## src/rtl/core/att_ram.sv

```systemverilog
// att_ram: generic single-write, single-read RAM with registered read data.
// No dependencies.
module att_ram #(
    parameter int WIDTH = 8,
    parameter int DEPTH = 16
) (
    input  logic                                   i_clk,
    input  logic                                   i_we,
    input  logic [((DEPTH > 1) ? $clog2(DEPTH) : 1)-1:0] i_waddr,
    input  logic [WIDTH-1:0]                       i_wdata,
    input  logic [((DEPTH > 1) ? $clog2(DEPTH) : 1)-1:0] i_raddr,
    output logic [WIDTH-1:0]                       o_rdata
);

    logic [WIDTH-1:0] r_mem [DEPTH];
    logic [WIDTH-1:0] r_rdata;

    always_ff @(posedge i_clk) begin
        if (i_we) begin
            r_mem[i_waddr] <= i_wdata;
        end
        r_rdata <= r_mem[i_raddr];
    end

    assign o_rdata = r_rdata;

endmodule

```

## config.mk

```make
export PLATFORM = sky130hd
export DESIGN_NAME = att_ram
export DESIGN_NICKNAME = d
export VERILOG_FILES = /design/src/rtl/core/att_ram.sv
export SDC_FILE = /design/constraint.sdc
export NUM_CORES = 1
export LEC_CHECK = 0
export BUFFER_PORTS_ARGS = -buffer_cell sky130_fd_sc_hd__buf_4
export CAP_MARGIN = 0
export CORE_UTILIZATION = 25
export CTS_CLUSTER_DIAMETER = 30
export DETAILED_ROUTE_END_ITERATION = 16
export GPL_ROUTABILITY_DRIVEN = 0
export GPL_TIMING_DRIVEN = 0
export RECOVER_POWER = 50
export SLEW_MARGIN = 30
export SYNTH_ARGS = -nofsm -noshare
export SYNTH_HDL_FRONTEND = slang
export SYNTH_SLANG_ARGS = --single-unit
```

## constraint.sdc

```tcl
create_clock -name i_clk -period 1.6 [get_ports i_clk]
set_input_delay 0.24 -clock i_clk [delete_from_list [all_inputs] [get_ports i_clk]]
set_output_delay 0.24 -clock i_clk [all_outputs]
set_load 0.02 [all_outputs]
```

# After elaboration in Yosys (flattened, before gate mapping)
# Memory sizes are Yosys's and may differ from the RTL's. A register that Yosys moved wholly into a read port is not among the register bits.
# Index checks and enable logic that the tools add are counted.
[op_classes]
mux = 2
[ops]
columns = ["op", "count"]
rows = [
  ["2-to-1 mux 1 bit", 2],
]
[totals]
mem_count = 1
input_bits = 18
elab_cells = 3
out_inout_bits = 8
reg_bits = 0
mem_bits_rw = 128
[mem_list]
columns = ["name", "depth", "word_bits", "read_ports", "rd_clocked_by_memory_dff", "write_ports", "line", "source"]
rows = [
  ["r_mem", 16, 8, 1, 1, 1, "15", "logic [WIDTH-1:0] r_mem [DEPTH];"],
]

# Longest topological paths before layout
[logic_depth]
word_depth = 2
depth_mapped = 5
ltp_nobuf = 3

# Least setup slack after synthesis
# No wires, ideal clock.
[synth_path]
path_kind = "input-to-reg"
startpoint = "input port i_waddr[2] (netlist name)"
endpoint = "memory r_mem[0][0], enable pin"
t_arrival_ns = 1.350
t_required_ns = 1.217
setup_ns = 0.383
n_path_buf = 0
setup_slack_ns = -0.133
stages = 2
path_cell_list = "or3b_2 > nor3_1"
[synth_rtl]
columns = ["item", "line", "source"]
rows = [
  ["from (decl)", "9", "input logic [((DEPTH > 1) ? $clog2(DEPTH) : 1)-1:0] i_waddr,"],
  ["to (decl)", "15", ""],
]
# No word-level cell before the write port.

==> metrics.txt <==
Synth Area per Inst=22.5 sq um; worst rel slew slack=42.2%; Worst Path Required=1880 ps; detailed-route DRC error count=0; Distinct cells, synth=19; Post-Syn Instances=229; CTS tree=yes; vias in the first global route=2512; share of layout cells above drive strength 1=25.6%; first-pass GRT wire length=15100 um; Mapped Nets=247; PortBufs=24; Routed WL=10300 um; root buf cell=clkbuf_16; io pins=26; crit path DAT=1810 ps; post-route ant nets=0; gr usage total=10.2%; largest net degree at the start of global routing=17; Comb power frac=4.9%; sequential share of the synthesized area=77.8%; Sink Count=136; Finished Cell Area=6260 sq um; Setup TNS Final=0 ps; worst-margin pin slew=864 ps; Tot Pwr=8.49 mW; Vias/cell=4.35; total congestion overflow=0; register bit total from synthesis=136; clock power share=47.9%; critical path class=flop to flop; detailed-route wire length per cell=18.6 um; maximum clock insertion buffer count=2; fin nets=290; clk slew on worst S/H paths=60 ps; Tmin final=1530 ps; number of max-cap violations=0; Initial Util=25.4%; Clk Latency, worst-skew pair=410 ps; hold_buf cts=0; Synth Warn #=0; status=complete, no violations; antenna violations before repair=0; RSZ-0062 raised after global routing=no; Chip Width=145 um; critical path's slowest cell=mux4_1; die extent in y=145 um; Post-Syn Area=5150 sq um; Clock Skew=6.97 ps; Max VDD drop=0.000702 V; Hold/Removal Path Class=input pin to flop; Vias=2417; Leak=2.01 nW; H-tree Lvls=4; Final Hold Fails=0; Slew Limit Fails=0; fin crit share=95.7%; area grow syn2layout=21.6%; DP HPWL=6710 um; sw frac=20.3%; placed instance area=5690 sq um; Reg power frac=47.2%; Int Pwr=6.76 mW; core area=20200 sq um; DRT iter0 DRCs=270; fmax=653 MHz; Crit Path Max Fanout=1; drt first pass iters=4; DIE AREA=21200 sq um; CTS buffer count=17; Antenna Diode Count=0; cell row count=52; Pwr Density=1360 nW/um^2; filler cell count=1923; Largest stage delay, worst path=560 ps; Final Setup Violations=0; endpoint class of the critical path=flop; Worst setup SP type=flop; CP Cell Sequence=mux4_1, a22oi_1, nand2_1; Psw=1.73 mW
[power groups by stage]
stage,clock network [mW],logic (mW),registers (mW)
after CTS,4.11,0.447,4.01
after global placement,0,0.432,4.07
after floorplan,0,0.202,4.10
final,4.07,0.415,4.01
after global routing,4.26,0.445,4.01
after detailed placement,0,0.447,4.08
[placed cells by master (no fill, tap or decap), types with 2 or more instances in the layout]
master           instances
buf_2                    3
a22oi_1                 15
clkbuf_16               17
mux4_1                  14
mux4_2                  18
nor3_2                   4
buf_6                    3
dfxtp_1                  8
clkbuf_1                17
clkinvlp_4               2
clkinv_4                 3
edfxtp_1               128
nand2_1                  9
clkdlybuf4s25_2          3
buf_4                    9
nor2_1                  13
clkinv_2                 2
inv_6                    3
nand3b_1                 2
bufinv_16                4
nand2b_1                 2
[logic make-up after synthesis]
| family | after synthesis | share of synthesized area, % |
|---|---|---|
| DFF | 136 | 77.8 |
| and+or+nand+nor | 35 | 3.18 |
| muxes | 32 | 15.0 |
| AOI/OAI and AO/OA | 16 | 2.33 |
| buffers and inverters | 10 | 1.68 |
[cell usage after synthesis]
master / instances / share of area [%]
mux4_2: 18 / 7.9
mux4_1: 14 / 7.1
a22oi_1: 16 / 2.3
nor2b_1: 1 / 0.12
clkdlybuf4s25_2: 3 / 0.58
buf_4: 1 / 0.15
nand3b_1: 2 / 0.29
dfxtp_1: 8 / 3.1
edfxtp_1: 128 / 75
nand3_1: 1 / 0.097
buf_6: 3 / 0.66
and2_1: 1 / 0.12
or3b_2: 1 / 0.17
nor2_1: 13 / 0.95
nand2b_1: 2 / 0.24
nor3_1: 4 / 0.39
buf_2: 3 / 0.29
nand2_1: 9 / 0.66
and2b_1: 1 / 0.15
[metal layers]
metal  vias to the layer above  track usage [%]  part of all wire (%)
li1                       1062                -                     -
met5                         -                0                     0
met4                         0             3.32                  0.71
met3                         8             3.51                   7.3
met2                        81             16.0                    48
met1                      1266             13.4                    44
[worst max-delay path, delay by kind of cell (launching register included)]
family          cells  cell delay [ps]
simple gates        1              140
compound gates      1              340
flops               1              350
mux                 1              560
[flip-flops by register name, summed over array words and instances (netlist names)]
register,count
r_mem,128
o_rdata,8
[final timing paths]
kind | from | end | slack [ps] | cells after the start
hold reg to reg | r_mem[14][3]$_DFFE_PP_ | o_rdata[3]$_DFF_P_ | 680 | 3
setup reg to reg | r_mem[1][0]$_DFFE_PP_ | o_rdata[0]$_DFF_P_ | 70 | 3
hold / removal | i_waddr[0] | r_mem[4][1]$_DFFE_PP_ | 290 | 2
setup / recovery | r_mem[1][0]$_DFFE_PP_ | o_rdata[0]$_DFF_P_ | 70 | 3
[layout make-up]
type                       count  area [sq um]  area share (%)
clock buffer                  18           429            6.86
tap                          270           338            5.40
timing repair buffer          24           120            1.92
buffer                        10          86.3            1.38
sequential                   136          4000            64.0
multi-input combinational     83          1080            17.3
clock inverter                14           198            3.16
[per-stage QoR]
stage	hold WS [ps]	std cells	setup slack [ps]	util, %
after global routing	283	555	18.1	30.9
after detailed placement	576	523	-345	28.1
after CTS	140	555	39.5	31.2
after global placement	564	523	-509	28.0
final	291	555	69.1	30.9
after floorplan	339	229	93.9	-
[repair_timing]
| action | in CTS | in global routing |
|---|---|---|
| resized for setup | 0 | 1 |
| buffers inserted | 0 | 0 |
| endpoints found under the setup margin | 0 | 1 |
Note: power is estimated with default switching activity, not from simulation.
